**src/ritt_pkg.sv**
```systemverilog
// ritt_pkg: shared types and constants for radix_integer_to_text
// used by the controller, datapath and top level

package ritt_pkg;

    localparam logic [7:0] CH_MINUS = 8'h2D;
    localparam logic [7:0] CH_PLUS  = 8'h2B;
    localparam logic [7:0] PRINT_LO = 8'd32;
    localparam logic [7:0] PRINT_HI = 8'd126;
    localparam int         DIV_BITS = 32;

    localparam logic OP_LOAD    = 1'b0;
    localparam logic OP_CONVERT = 1'b1;

    // controller to datapath
    typedef struct packed {
        logic load_item;   // capture input beat
        logic wr_sym;      // write alphabet from captured beat
        logic chk_start;   // reset check indices
        logic chk_eval;    // evaluate pair, advance
        logic div_start;   // load magnitude for a division pass
        logic div_step;    // one restoring step
        logic div_store;   // store remainder digit
        logic emit_rd;     // read alphabet for next digit
        logic emit_next;   // advance digit pointer
    } ritt_cmd_t;

    // datapath to controller
    typedef struct packed {
        logic is_load;
        logic pos_ok;
        logic radix_ok;
        logic chk_fail;
        logic chk_done;
        logic div_done;
        logic quot_zero;
        logic buf_full;
        logic neg;
        logic emit_last;
    } ritt_sts_t;

endpackage

```
**src/ritt_ram.sv**
```systemverilog
// ritt_ram: generic single-write, dual-read memory with registered read data
// no dependencies

module ritt_ram #(
    parameter int WIDTH = 8,
    parameter int DEPTH = 95
) (
    input  logic                     clk,
    input  logic                     we,
    input  logic [$clog2(DEPTH)-1:0] waddr,
    input  logic [WIDTH-1:0]         wdata,
    input  logic [$clog2(DEPTH)-1:0] raddr_a,
    output logic [WIDTH-1:0]         rdata_a,
    input  logic [$clog2(DEPTH)-1:0] raddr_b,
    output logic [WIDTH-1:0]         rdata_b
);

    logic [WIDTH-1:0] mem [DEPTH];

    always_ff @(posedge clk)
    begin
        if (we)
        begin
            mem[waddr] <= wdata;
        end
        rdata_a <= mem[raddr_a];
        rdata_b <= mem[raddr_b];
    end

endmodule

```
**src/ritt_datapath.sv**
```systemverilog
// ritt_datapath: alphabet store, pairwise check, restoring divider, digit store
// depends on ritt_pkg and ritt_ram

module ritt_datapath #(
    parameter int MAX_SYMBOLS = 95
) (
    input  logic                 clk,
    input  logic                 rst_n,
    input  logic [6:0]           radix,
    input  logic [47:0]          in_data,
    input  ritt_pkg::ritt_cmd_t  cmd,
    output ritt_pkg::ritt_sts_t  sts,
    output logic [7:0]           char_out
);

    localparam int AW = $clog2(MAX_SYMBOLS);

    logic        op_reg;
    logic [6:0]  pos_reg;
    logic [7:0]  code_reg;
    logic [31:0] value_reg;

    logic [6:0]  i_reg, i_next, j_reg, j_next;
    logic        fail_reg, fail_next;
    logic [7:0]  ra, rb;

    logic [31:0] mag_reg, quot_reg;
    logic [6:0]  rem_reg;
    logic [5:0]  bit_reg;
    logic [5:0]  cnt_reg;
    logic [4:0]  rd_ptr_reg;
    logic [6:0]  dbuf [32];

    logic [AW-1:0] addr_a, addr_b;

    always_ff @(posedge clk)
    begin
        if (cmd.load_item)
        begin
            op_reg    <= in_data[0];
            pos_reg   <= in_data[7:1];
            code_reg  <= in_data[15:8];
            value_reg <= in_data[47:16];
        end
    end

    // check walks pairs (i, j): j == i checks printable, j > i checks unique
    always_comb
    begin
        i_next = i_reg;
        j_next = j_reg;
        fail_next = fail_reg;
        if (cmd.chk_start)
        begin
            i_next = '0;
            j_next = '0;
            fail_next = 1'b0;
        end
        else if (cmd.chk_eval)
        begin
            if (i_reg == j_reg)
            begin
                if (ra == ritt_pkg::CH_MINUS || ra == ritt_pkg::CH_PLUS ||
                    ra < ritt_pkg::PRINT_LO || ra > ritt_pkg::PRINT_HI)
                begin
                    fail_next = 1'b1;
                end
            end
            else if (ra == rb)
            begin
                fail_next = 1'b1;
            end
            if (j_reg + 7'd1 >= radix)
            begin
                i_next = i_reg + 7'd1;
                j_next = i_reg + 7'd1;
            end
            else
            begin
                j_next = j_reg + 7'd1;
            end
        end
    end

    always_ff @(posedge clk or negedge rst_n)
    begin
        if (!rst_n)
        begin
            i_reg <= '0;
            j_reg <= '0;
            fail_reg <= 1'b0;
        end
        else
        begin
            i_reg <= i_next;
            j_reg <= j_next;
            fail_reg <= fail_next;
        end
    end

    logic [31:0] mag_src;
    logic [6:0]  dig;
    assign dig = dbuf[rd_ptr_reg];

    // restoring division, one quotient bit per step
    logic [7:0] rem_sh;
    logic [7:0] rem_sub;
    assign rem_sh  = {rem_reg, quot_reg[31]};
    assign rem_sub = rem_sh - {1'b0, radix};
    assign mag_src = value_reg[31] ? (32'd0 - value_reg) : value_reg;

    always_ff @(posedge clk or negedge rst_n)
    begin
        if (!rst_n)
        begin
            cnt_reg    <= '0;
            bit_reg    <= '0;
            rd_ptr_reg <= '0;
        end
        else
        begin
            if (cmd.chk_start)
            begin
                cnt_reg <= '0;
            end
            if (cmd.div_start)
            begin
                bit_reg <= '0;
            end
            else if (cmd.div_step)
            begin
                bit_reg <= bit_reg + 6'd1;
            end
            if (cmd.div_store)
            begin
                cnt_reg    <= cnt_reg + 6'd1;
                rd_ptr_reg <= cnt_reg[4:0];
            end
            else if (cmd.emit_next)
            begin
                rd_ptr_reg <= rd_ptr_reg - 5'd1;
            end
        end
    end

    always_ff @(posedge clk)
    begin
        if (cmd.chk_start)
        begin
            mag_reg <= mag_src;
        end
        if (cmd.div_start)
        begin
            quot_reg <= mag_reg;
            rem_reg  <= '0;
        end
        else if (cmd.div_step)
        begin
            if (!rem_sub[7])
            begin
                rem_reg  <= rem_sub[6:0];
                quot_reg <= {quot_reg[30:0], 1'b1};
            end
            else
            begin
                rem_reg  <= rem_sh[6:0];
                quot_reg <= {quot_reg[30:0], 1'b0};
            end
        end
        if (cmd.div_store)
        begin
            dbuf[cnt_reg[4:0]] <= rem_reg;
            mag_reg <= quot_reg;
        end
    end

    always_comb
    begin
        addr_a = i_reg[AW-1:0];
        addr_b = j_reg[AW-1:0];
        if (cmd.emit_rd)
        begin
            addr_a = dig[AW-1:0];
        end
    end

    ritt_ram #(.WIDTH(8), .DEPTH(MAX_SYMBOLS)) u_alpha (
        .clk     (clk),
        .we      (cmd.wr_sym),
        .waddr   (pos_reg[AW-1:0]),
        .wdata   (code_reg),
        .raddr_a (addr_a),
        .rdata_a (ra),
        .raddr_b (addr_b),
        .rdata_b (rb)
    );

    assign char_out = ra;

    assign sts.is_load   = (op_reg == ritt_pkg::OP_LOAD);
    assign sts.pos_ok    = (pos_reg < 7'(MAX_SYMBOLS));
    assign sts.radix_ok  = (radix >= 7'd2) && (radix <= 7'(MAX_SYMBOLS));
    assign sts.chk_fail  = fail_reg;
    assign sts.chk_done  = (i_reg >= radix);
    assign sts.div_done  = (bit_reg == 6'(ritt_pkg::DIV_BITS));
    assign sts.quot_zero = (mag_reg == 32'd0);
    assign sts.buf_full  = (cnt_reg == 6'd32);
    assign sts.neg       = value_reg[31];
    assign sts.emit_last = (rd_ptr_reg == 5'd0);

endmodule

```
**src/ritt_ctrl.sv**
```systemverilog
// ritt_ctrl: sequencer for load, check, divide and emit phases
// depends on ritt_pkg

module ritt_ctrl (
    input  logic                clk,
    input  logic                rst_n,
    input  logic                s_tvalid,
    output logic                s_tready,
    output logic                m_tvalid,
    input  logic                m_tready,
    output logic                m_tlast,
    output logic                sel_minus,
    output ritt_pkg::ritt_cmd_t cmd,
    input  ritt_pkg::ritt_sts_t sts
);

    typedef enum logic [10:0] {
        ST_IDLE   = 11'b00000000001,
        ST_DEC    = 11'b00000000010,
        ST_CRD    = 11'b00000000100,
        ST_CEV    = 11'b00000001000,
        ST_DSTART = 11'b00000010000,
        ST_DSTEP  = 11'b00000100000,
        ST_DSTORE = 11'b00001000000,
        ST_MINUS  = 11'b00010000000,
        ST_ERD    = 11'b00100000000,
        ST_EOUT   = 11'b01000000000,
        ST_CHK    = 11'b10000000000
    } state_t;

    state_t state_reg, state_next;

    always_comb
    begin
        state_next = state_reg;
        cmd = '0;
        s_tready = 1'b0;
        m_tvalid = 1'b0;
        m_tlast = 1'b0;
        sel_minus = 1'b0;
        unique case (state_reg)
            ST_IDLE:
            begin
                s_tready = 1'b1;
                if (s_tvalid)
                begin
                    cmd.load_item = 1'b1;
                    state_next = ST_DEC;
                end
            end
            ST_DEC:
            begin
                if (sts.is_load)
                begin
                    cmd.wr_sym = sts.pos_ok;
                    state_next = ST_IDLE;
                end
                else if (!sts.radix_ok)
                begin
                    state_next = ST_IDLE;
                end
                else
                begin
                    cmd.chk_start = 1'b1;
                    state_next = ST_CHK;
                end
            end
            ST_CHK:
            begin
                if (sts.chk_fail)
                begin
                    state_next = ST_IDLE;
                end
                else if (sts.chk_done)
                begin
                    state_next = ST_DSTART;
                end
                else
                begin
                    state_next = ST_CRD;
                end
            end
            ST_CRD:
            begin
                state_next = ST_CEV;
            end
            ST_CEV:
            begin
                cmd.chk_eval = 1'b1;
                state_next = ST_CHK;
            end
            ST_DSTART:
            begin
                cmd.div_start = 1'b1;
                state_next = ST_DSTEP;
            end
            ST_DSTEP:
            begin
                if (sts.div_done)
                begin
                    state_next = ST_DSTORE;
                end
                else
                begin
                    cmd.div_step = 1'b1;
                end
            end
            ST_DSTORE:
            begin
                cmd.div_store = 1'b1;
                state_next = ST_MINUS;
            end
            ST_MINUS:
            begin
                // mag now holds quotient; loop until zero or buffer full
                if (!sts.quot_zero && !sts.buf_full)
                begin
                    state_next = ST_DSTART;
                end
                else if (sts.neg)
                begin
                    sel_minus = 1'b1;
                    m_tvalid = 1'b1;
                    if (m_tready)
                    begin
                        state_next = ST_ERD;
                    end
                end
                else
                begin
                    state_next = ST_ERD;
                end
            end
            ST_ERD:
            begin
                cmd.emit_rd = 1'b1;
                state_next = ST_EOUT;
            end
            ST_EOUT:
            begin
                // keep the read address on the digit so the char holds while stalled
                cmd.emit_rd = 1'b1;
                m_tvalid = 1'b1;
                m_tlast = sts.emit_last;
                if (m_tready)
                begin
                    if (sts.emit_last)
                    begin
                        state_next = ST_IDLE;
                    end
                    else
                    begin
                        cmd.emit_next = 1'b1;
                        state_next = ST_ERD;
                    end
                end
            end
            default:
            begin
                state_next = ST_IDLE;
            end
        endcase
    end

    always_ff @(posedge clk or negedge rst_n)
    begin
        if (!rst_n)
        begin
            state_reg <= ST_IDLE;
        end
        else
        begin
            state_reg <= state_next;
        end
    end

endmodule

```
**src/radix_integer_to_text.sv**
```systemverilog
// radix_integer_to_text: top level joining controller, datapath and config register
// depends on ritt_pkg, ritt_ctrl, ritt_datapath, ritt_ram

// A load beat writes one alphabet symbol. A convert beat passes a decode state,
// then checks the first radix symbols pairwise through the alphabet memory's
// two read ports, over radix*(radix+1)/2 pairs, then runs a restoring divider
// for up to 32 digits, and emits an optional minus sign and the digits, each
// character through a read state and an output state plus any output stall,
// most significant first, with tlast on the final one. A new input beat is
// taken only once the previous item is finished. The radix register resets
// to 10 and is written through cfg_valid/cfg_ready.

module radix_integer_to_text #(
    parameter int MAX_SYMBOLS = 95
) (
    input  logic        clk,
    input  logic        rst_n,
    input  logic        s_tvalid,
    output logic        s_tready,
    input  logic [47:0] s_tdata,   // symbol_pos[6:0], symbol_code[14:7], value[46:15], zero [47]
    input  logic        s_tuser,   // op
    output logic        m_tvalid,
    input  logic        m_tready,
    output logic [7:0]  m_tdata,   // char_out[7:0]
    output logic        m_tlast,   // last
    input  logic        cfg_valid,
    output logic        cfg_ready,
    input  logic [6:0]  cfg_data   // radix
);

    logic [6:0] radix_reg;
    logic [7:0] dp_char;
    logic       sel_minus;
    logic [47:0] in_data;
    ritt_pkg::ritt_cmd_t cmd;
    ritt_pkg::ritt_sts_t sts;

    assign cfg_ready = 1'b1;
    assign in_data = {s_tdata[46:0], s_tuser};

    always_ff @(posedge clk or negedge rst_n)
    begin
        if (!rst_n)
        begin
            radix_reg <= 7'd10;
        end
        else if (cfg_valid)
        begin
            radix_reg <= cfg_data;
        end
    end

    ritt_ctrl u_ctrl (
        .clk       (clk),
        .rst_n     (rst_n),
        .s_tvalid  (s_tvalid),
        .s_tready  (s_tready),
        .m_tvalid  (m_tvalid),
        .m_tready  (m_tready),
        .m_tlast   (m_tlast),
        .sel_minus (sel_minus),
        .cmd       (cmd),
        .sts       (sts)
    );

    ritt_datapath #(.MAX_SYMBOLS(MAX_SYMBOLS)) u_dp (
        .clk      (clk),
        .rst_n    (rst_n),
        .radix    (radix_reg),
        .in_data  (in_data),
        .cmd      (cmd),
        .sts      (sts),
        .char_out (dp_char)
    );

    assign m_tdata = sel_minus ? ritt_pkg::CH_MINUS : dp_char;

    a_minus_not_last: assert property (@(posedge clk) disable iff (!rst_n)
        (m_tvalid && sel_minus) |-> !m_tlast)
        else $error("minus sign flagged last");

    a_no_accept_busy: assert property (@(posedge clk) disable iff (!rst_n)
        m_tvalid |-> !s_tready)
        else $error("input accepted during emit");

    a_hold_out: assert property (@(posedge clk) disable iff (!rst_n)
        (m_tvalid && !m_tready) |=> (m_tvalid && $stable(m_tdata) && $stable(m_tlast)))
        else $error("output changed while stalled");

endmodule

```
**config.mk**
```make
export PLATFORM = sky130hd
export DESIGN_NAME = radix_integer_to_text
export DESIGN_NICKNAME = d
export VERILOG_FILES = /design/src/ritt_pkg.sv /design/src/ritt_ram.sv /design/src/ritt_datapath.sv /design/src/ritt_ctrl.sv /design/src/radix_integer_to_text.sv
export SDC_FILE = /design/constraint.sdc
export NUM_CORES = 2
export LEC_CHECK = 0
export BUFFER_PORTS_ARGS = -buffer_cell sky130_fd_sc_hd__buf_2
export CAP_MARGIN = 20
export CORE_MARGIN = 1
export CORE_UTILIZATION = 30
export CTS_CLUSTER_DIAMETER = 80
export CTS_CLUSTER_SIZE = 30
export DETAILED_ROUTE_END_ITERATION = 8
export PLACE_DENSITY_LB_ADDON = 0.15
export SYNTH_ARGS = -nofsm -noshare
export SYNTH_HDL_FRONTEND = slang
export SYNTH_SLANG_ARGS = --single-unit
```
**constraint.sdc**
```tcl
create_clock -name clk -period 5.7 [get_ports clk]
set_clock_uncertainty 0.05 [all_clocks]
set_input_delay 0.285 -clock clk [delete_from_list [all_inputs] [get_ports clk]]
set_output_delay 0.285 -clock clk [all_outputs]
set_load 0.02 [all_outputs]
```
* After elaboration in Yosys (flattened, before gate mapping)
Memory sizes are Yosys's and may differ from the RTL's. A register that Yosys moved wholly into a read port is not among the register bits. Index checks and enable logic that the tools add are counted.
Operators by class: eq/ne operators 22, order comparisons 7, reduce and logical (&&, ||, !) cells 19, muxes and demuxes 63, $add $sub $neg 7
Operator list (count):
- two-way mux 32 bit | 5
- case mux 11 bit (11 select lines) | 1
- two-way mux 11 bit | 8
- two-way mux 7 bit | 8
- logical NOT 32 bit | 1
- subtractor 1 x 32 -> 32 bit (first input constant) | 1
- two-way mux 1 bit | 29
- two-way mux 6 bit | 4
- two-way mux 5 bit | 4
- == test 8 x 6 -> 1 bit (second input constant) | 2
- adder 7 x 1 -> 7 bit (second input constant) | 2
- greater-or-equal comparator 7 bit | 2
- adder 6 x 1 -> 6 bit (second input constant) | 2
- == test 6 bit (second input constant) | 2
- == test 11 x 1 -> 1 bit (second input constant) | 1
- == test 11 x 10 -> 1 bit (second input constant) | 1
- == test 11 bit (second input constant) | 1
- == test 11 x 2 -> 1 bit (second input constant) | 1
- == test 11 x 3 -> 1 bit (second input constant) | 1
- == test 11 x 4 -> 1 bit (second input constant) | 1
- == test 11 x 5 -> 1 bit (second input constant) | 1
- == test 11 x 6 -> 1 bit (second input constant) | 1
- == test 11 x 7 -> 1 bit (second input constant) | 1
- == test 11 x 8 -> 1 bit (second input constant) | 1
- other kinds (27) | 37
Storage, ports and cells: word-level logic and storage cells 135, register bits after elaboration 169, RAM bits 984, input port bits 61, output and inout port bits 12, memories kept 2
Memories:
- u_dp.u_alpha.mem | words 95, width 8, rd ports 2, clocked after memory_dff 2, write ports 1, line ritt_ram.sv:18 | logic [WIDTH-1:0] mem [DEPTH];
- u_dp.dbuf | words 32, width 7, rd ports 1, clocked after memory_dff 0, write ports 1, line ritt_datapath.sv:32 | logic [6:0] dbuf [32];

* Logic depth before layout (Yosys ltp)
depth in word-level cells 8, mapped depth 19

* By module
A second synthesis with hierarchy kept.
Unflattened totals: cell total of the unflattened synthesis 3148, area total of the unflattened synthesis 53971.8 sq um
By module, submodules not included:
- ritt_ram | area each 36157.2 sq um, sequential area each 23142.2 sq um, times used 1, cells an instance 1871
- ritt_datapath | area each 16629.7 sq um, sequential area each 11030.6 sq um, times used 1, cells an instance 1164
- ritt_ctrl | area each 829.5 sq um, sequential area each 276.5 sq um, times used 1, cells an instance 88
- radix_integer_to_text | area each 355.3 sq um, sequential area each 177.7 sq um, times used 1, cells an instance 25

* Worst setup path after synthesis
OpenSTA, ideal clock, no wires.
path kind register to register, start point register u_dp.j_reg[0], in the netlist u_dp.addr_b[0], end point register u_dp.i_reg[2], arrival 4.078 ns, slack 1.454 ns, buffers on the path 7, clock period less this slack 4.246 ns, cell stages (with the launch flop) 18, cells stage by stage dfrtp_1 -> buf_2 -> buf_2 -> clkbuf_1 -> buf_1 -> buf_1 -> nand3_1 -> xnor2_1 -> ha_1 -> a21o_1 -> a21o_1 -> a21o_1 -> a21o_1 -> clkbuf_1 -> nand2_1 -> clkbuf_1 -> o21bai_1 -> a21o_1
On the way: cells in the longest elaborated chain, start to end 4
Ends and longest elaborated chain:
- start: declaration | line ritt_datapath.sv:23 | logic [6:0] i_reg, i_next, j_reg, j_next;
- start signal: assignment | line ritt_datapath.sv:96 | j_reg <= j_next;
- adder 7 x 1 -> 7 bit | line ritt_datapath.sv:73 | if (j_reg + 7'd1 >= radix)
- greater-or-equal comparator 7 bit | line ritt_datapath.sv:73
- nonzero test 2 bit (no line)
- AND reduction 2 bit (no line)
- end signal: assignment | line ritt_datapath.sv:95 | i_reg <= i_next;
- end: declaration | line ritt_datapath.sv:23
Every way passes these cells. A chain may end at the register's enable or synchronous reset.

* Final worst setup path
start point register u_dp.rd_ptr_reg[0], end point register u_dp.u_alpha.rdata_a[0], read port of u_dp.u_alpha.mem
On the way: cells in the longest elaborated chain, start to end 2
Ends and longest elaborated chain:
- start: declaration | line ritt_datapath.sv:31 | logic [4:0] rd_ptr_reg;
- start signal: assignment | line ritt_datapath.sv:137 | rd_ptr_reg <= cnt_reg[4:0];
- start signal: assignment | line ritt_datapath.sv:141 | rd_ptr_reg <= rd_ptr_reg - 5'd1;
- memory (32 x 7 bit)
- two-way mux 7 bit | line ritt_datapath.sv:181 | if (cmd.emit_rd)
- end: declaration | line ritt_ram.sv:13 | output logic [WIDTH-1:0] rdata_a,
Every way passes these cells.

==> results.sh <==
export IMPL_status="completed"
export IMPL_dieArea_sq_um=183000
export IMPL_rows=155
export IMPL_tritoncts="yes"
export IMPL_place_area_sq_um=58500
export IMPL_vdd_drop_max_mv=0.197
export IMPL_ios=73
export IMPL_async_flop_share_pct=4.28
export IMPL_routedWlPerCell_um=27.3
export IMPL_switchingPower_uw=4900
export IMPL_drt_iter0_markers=3083
export IMPL_vias=34164
export IMPL_cellLeakagePower_uw=0.0198
export IMPL_slowest_delay_ns=0.82
export IMPL_wl_mm=176
export IMPL_p_per_area_nw_per_um2=298
export IMPL_fin_crit_ns=5.14
export IMPL_synth_edff_count=1096
export IMPL_drive_above_1_share_pct=18.7
export IMPL_synth_warnings=0
export IMPL_fillers=17294
export IMPL_drtAntennaViolNets=0
export IMPL_top_register="u_dp.u_alpha.mem"
export IMPL_hold_violations=0
export IMPL_grt_overflow=0
export IMPL_pwr_share_clk_pct=38.3
export IMPL_synth_ff_type="edfxtp_1"
export IMPL_endpoint_kind="flop"
export IMPL_cts_root_buffer="clkbuf_16"
export IMPL_crit_top_cell="buf_4"
export IMPL_area_growth_pct=14.9
export IMPL_nets=4109
export IMPL_cp_data_arrival_time_ns=5.81
export IMPL_p_int_uw=13700
export IMPL_worst_pin_slew_ns=1.15
export IMPL_finalCritPeriodShare_pct=90.2
export IMPL_maxCapViolCount=0
export IMPL_cp_start_kind="flop"
export IMPL_fin_util_pct=34.9
export IMPL_syn_area_per_cell_sq_um=14.3
export IMPL_dp_hpwl_mm=117
export IMPL_maxSlewHeadroom_pct=22.8
export IMPL_largest_reg_flops=760
export IMPL_synth_nets=3909
export IMPL_cts_clk_slew_worst_paths_ns=0.11
export IMPL_rsz0062_at_grt="no"
export IMPL_cp_slowest_cell="dfrtp_4"
export IMPL_seqPwrFrac_pct=53.3
export IMPL_cts_setup_buffers=0
export IMPL_die_height_um=428
export IMPL_grt_max_degree=96
export IMPL_max_freq_mhz=195
export IMPL_worstSkewPairLatency_ns=0.77
export IMPL_drv_slew=0
export IMPL_final_cell_mix="edfxtp_1, nand2_1, mux4_2, mux2i_1, nor2_1"
export IMPL_cts_sinks=1169
export IMPL_cts_buffer_depth=3
export IMPL_hp_class="input port to asynchronous set/reset pin"
export IMPL_initial_core_util_pct=30.4
export IMPL_port_buffers=70
export IMPL_yosysSeqAreaShare_pct=63.7
export IMPL_synth_cells=3816
export IMPL_cp_cell_sequence="buf_12, buf_4, mux4_2, a22oi_1, o31ai_1, o31ai_4, buf_12, buf_4, nand2_1, and3_1, a31oi_1, o21ai_0, a211oi_1, buf_4, a211o_1"
export IMPL_die_x_um=428
export IMPL_critPathTopFamily="compound AO/OA/AOI/OAI gates"
export IMPL_cts_max_level=3
export IMPL_setup_violations_final=0
export IMPL_antenna_found_initial=8
export IMPL_grt_pass1_vias=33653
export IMPL_grt_pass1_wl_mm=251
export IMPL_synth_cell_area_sq_um=54400
export IMPL_fin_area_sq_um=62500
export IMPL_core_area_sq_um=179000
export IMPL_dr_pass1_iters=5
export IMPL_critical_path_class="flop to flop"
export IMPL_required_ns=6.37
export IMPL_share_comb_of_total_power_pct=8.3
export IMPL_ys_types=85
export IMPL_rr_worst_depth=15
export IMPL_gp_congestion=0.855
export IMPL_p_sw_share_pct=26.3
export IMPL_layout_commonest_cell="edfxtp_1"
export IMPL_grt_use_total_pct=18.9
export IMPL_cp_max_fo=38
export IMPL_via_per_inst=5.30
export IMPL_numCtsBuffers=88
export IMPL_drc=0
export IMPL_worst_path_stages=15
export IMPL_tns_ns=0
export IMPL_crit_buf_inv=5
export IMPL_synth_seq_cells=1169
path summary, 6_finish.rpt:
path | from | end | slack [ns]
max in group asynchronous | rst_n | u_dp.addr_b[0] | 4.83
min reg2reg | u_dp.cnt_reg[5] | u_dp.cnt_reg[5] | 0.46
min in group clk | s_tdata[16] | u_dp.value_reg[1] | 0.19
max reg2reg | u_dp.rd_ptr_reg[0] | u_dp.u_alpha.rdata_a[0] | 0.56
max | u_dp.rd_ptr_reg[0] | u_dp.u_alpha.rdata_a[0] | 0.56
min | rst_n | radix_reg[0] | 0.13
cells in the mapped netlist, drive strengths merged, types with 5 or more instances:
library cell,n,area [sq um]
a311oi,21,184
a211o,8,70.1
or4,17,128
o221ai,23,201
a311o,8,80.1
a22oi,5,37.5
a31oi,47,294
mux2,17,195
clkbuf,103,387
nor2,196,736
nand4,18,119
o2bb2ai,5,43.8
xor2,39,342
nand2,701,2660
a211oi,16,130
nor2b,21,131
o31ai,15,131
mux4,273,6170
a221oi,5,43.8
nor4,21,131
a21o,18,135
o22ai,30,188
nand3b,9,80.1
nand3,152,761
and2,11,68.8
nand4b,5,43.8
inv,29,109
edfxtp,1096,32900
mux2i,239,2410
and3,73,457
nand2b,19,119
ha,31,388
dfxtp,23,460
buf,144,764
or3,8,50.1
xnor2,27,236
a32oi,14,123
a22o,5,43.8
o211ai,10,75.1
a21oi,78,394
nor3,17,85.1
dfrtp,47,1180
o21ai,119,596
worst reg2reg max path: cells and delay by family, from the launching register on:
family | cells | cell delay (ns)
and+or+nand+nor | 2 | 0.32
buffers and inverters | 5 | 1.29
muxes | 1 | 0.53
AOI/OAI and AO/OA | 7 | 2.13
DFF | 1 | 0.82
final cells by class:
| cell class | count | area, sq um | share of cell area [%] |
|---|---|---|---|
| Tap cell | 2355 | 2950 | 4.71 |
| Multi-Input combinational cell | 2371 | 18600 | 29.7 |
| Antenna cell | 1 | 2.50 | 0.00400 |
| Clock buffer | 90 | 2230 | 3.57 |
| Inverter | 29 | 109 | 0.174 |
| Clock inverter | 75 | 1040 | 1.66 |
| Timing Repair Buffer | 357 | 2990 | 4.78 |
| Sequential cell | 1169 | 34600 | 55.4 |
logic make-up after synthesis:
family,Yosys count,share of synthesized area [%]
compound gates,458,5.59
xor+xnor,66,1.06
fa+ha+maj,32,0.750
buf+inv,276,2.32
flops,1169,63.7
mux,529,16.1
other cells,1,0.00689
simple gates,1285,10.5
metal layers:
layer	wire length (um)	vias up	track usage, %	part of all wire, %
li1	-	15163	-	-
met1	80800	17856	26.7	46
met2	82800	957	30.6	47
met3	7760	188	2.22	4.4
met4	4790	0	5.06	2.7
met5	0	-	0	0
power by group through the flow:
stage / sequential [uW] / combinational, uW / clock (uW)
floorplan: 10200 / 802 / 0
global route: 9940 / 1680 / 7600
global placement: 10100 / 1520 / 0
finish: 9920 / 1550 / 7130
CTS: 9920 / 1590 / 7330
detailed placement: 10100 / 1550 / 0
stage by stage:
step / instances / setup slack [ns] / hold WS [ns] / total power (uW)
6_report: 6447 / 0.559 / 0.131 / 18600
5_1_grt: 6446 / 0.287 / 0.158 / 19200
4_1_cts: 6446 / 0.467 / 0.122 / 18800
3_5_place_dp: 6212 / 0.481 / 0.413 / 11700
3_3_place_gp: 6211 / 0.521 / 0.412 / 11600
2_1_floorplan: 3816 / 1.45 / -0.0606 / 11000
repair_timing:
item,CTS,global route
gates resized for setup,0,0
hold endpoints to repair,109,0
hold buffers,69,0
Note: power is estimated with default switching activity, not from simulation.
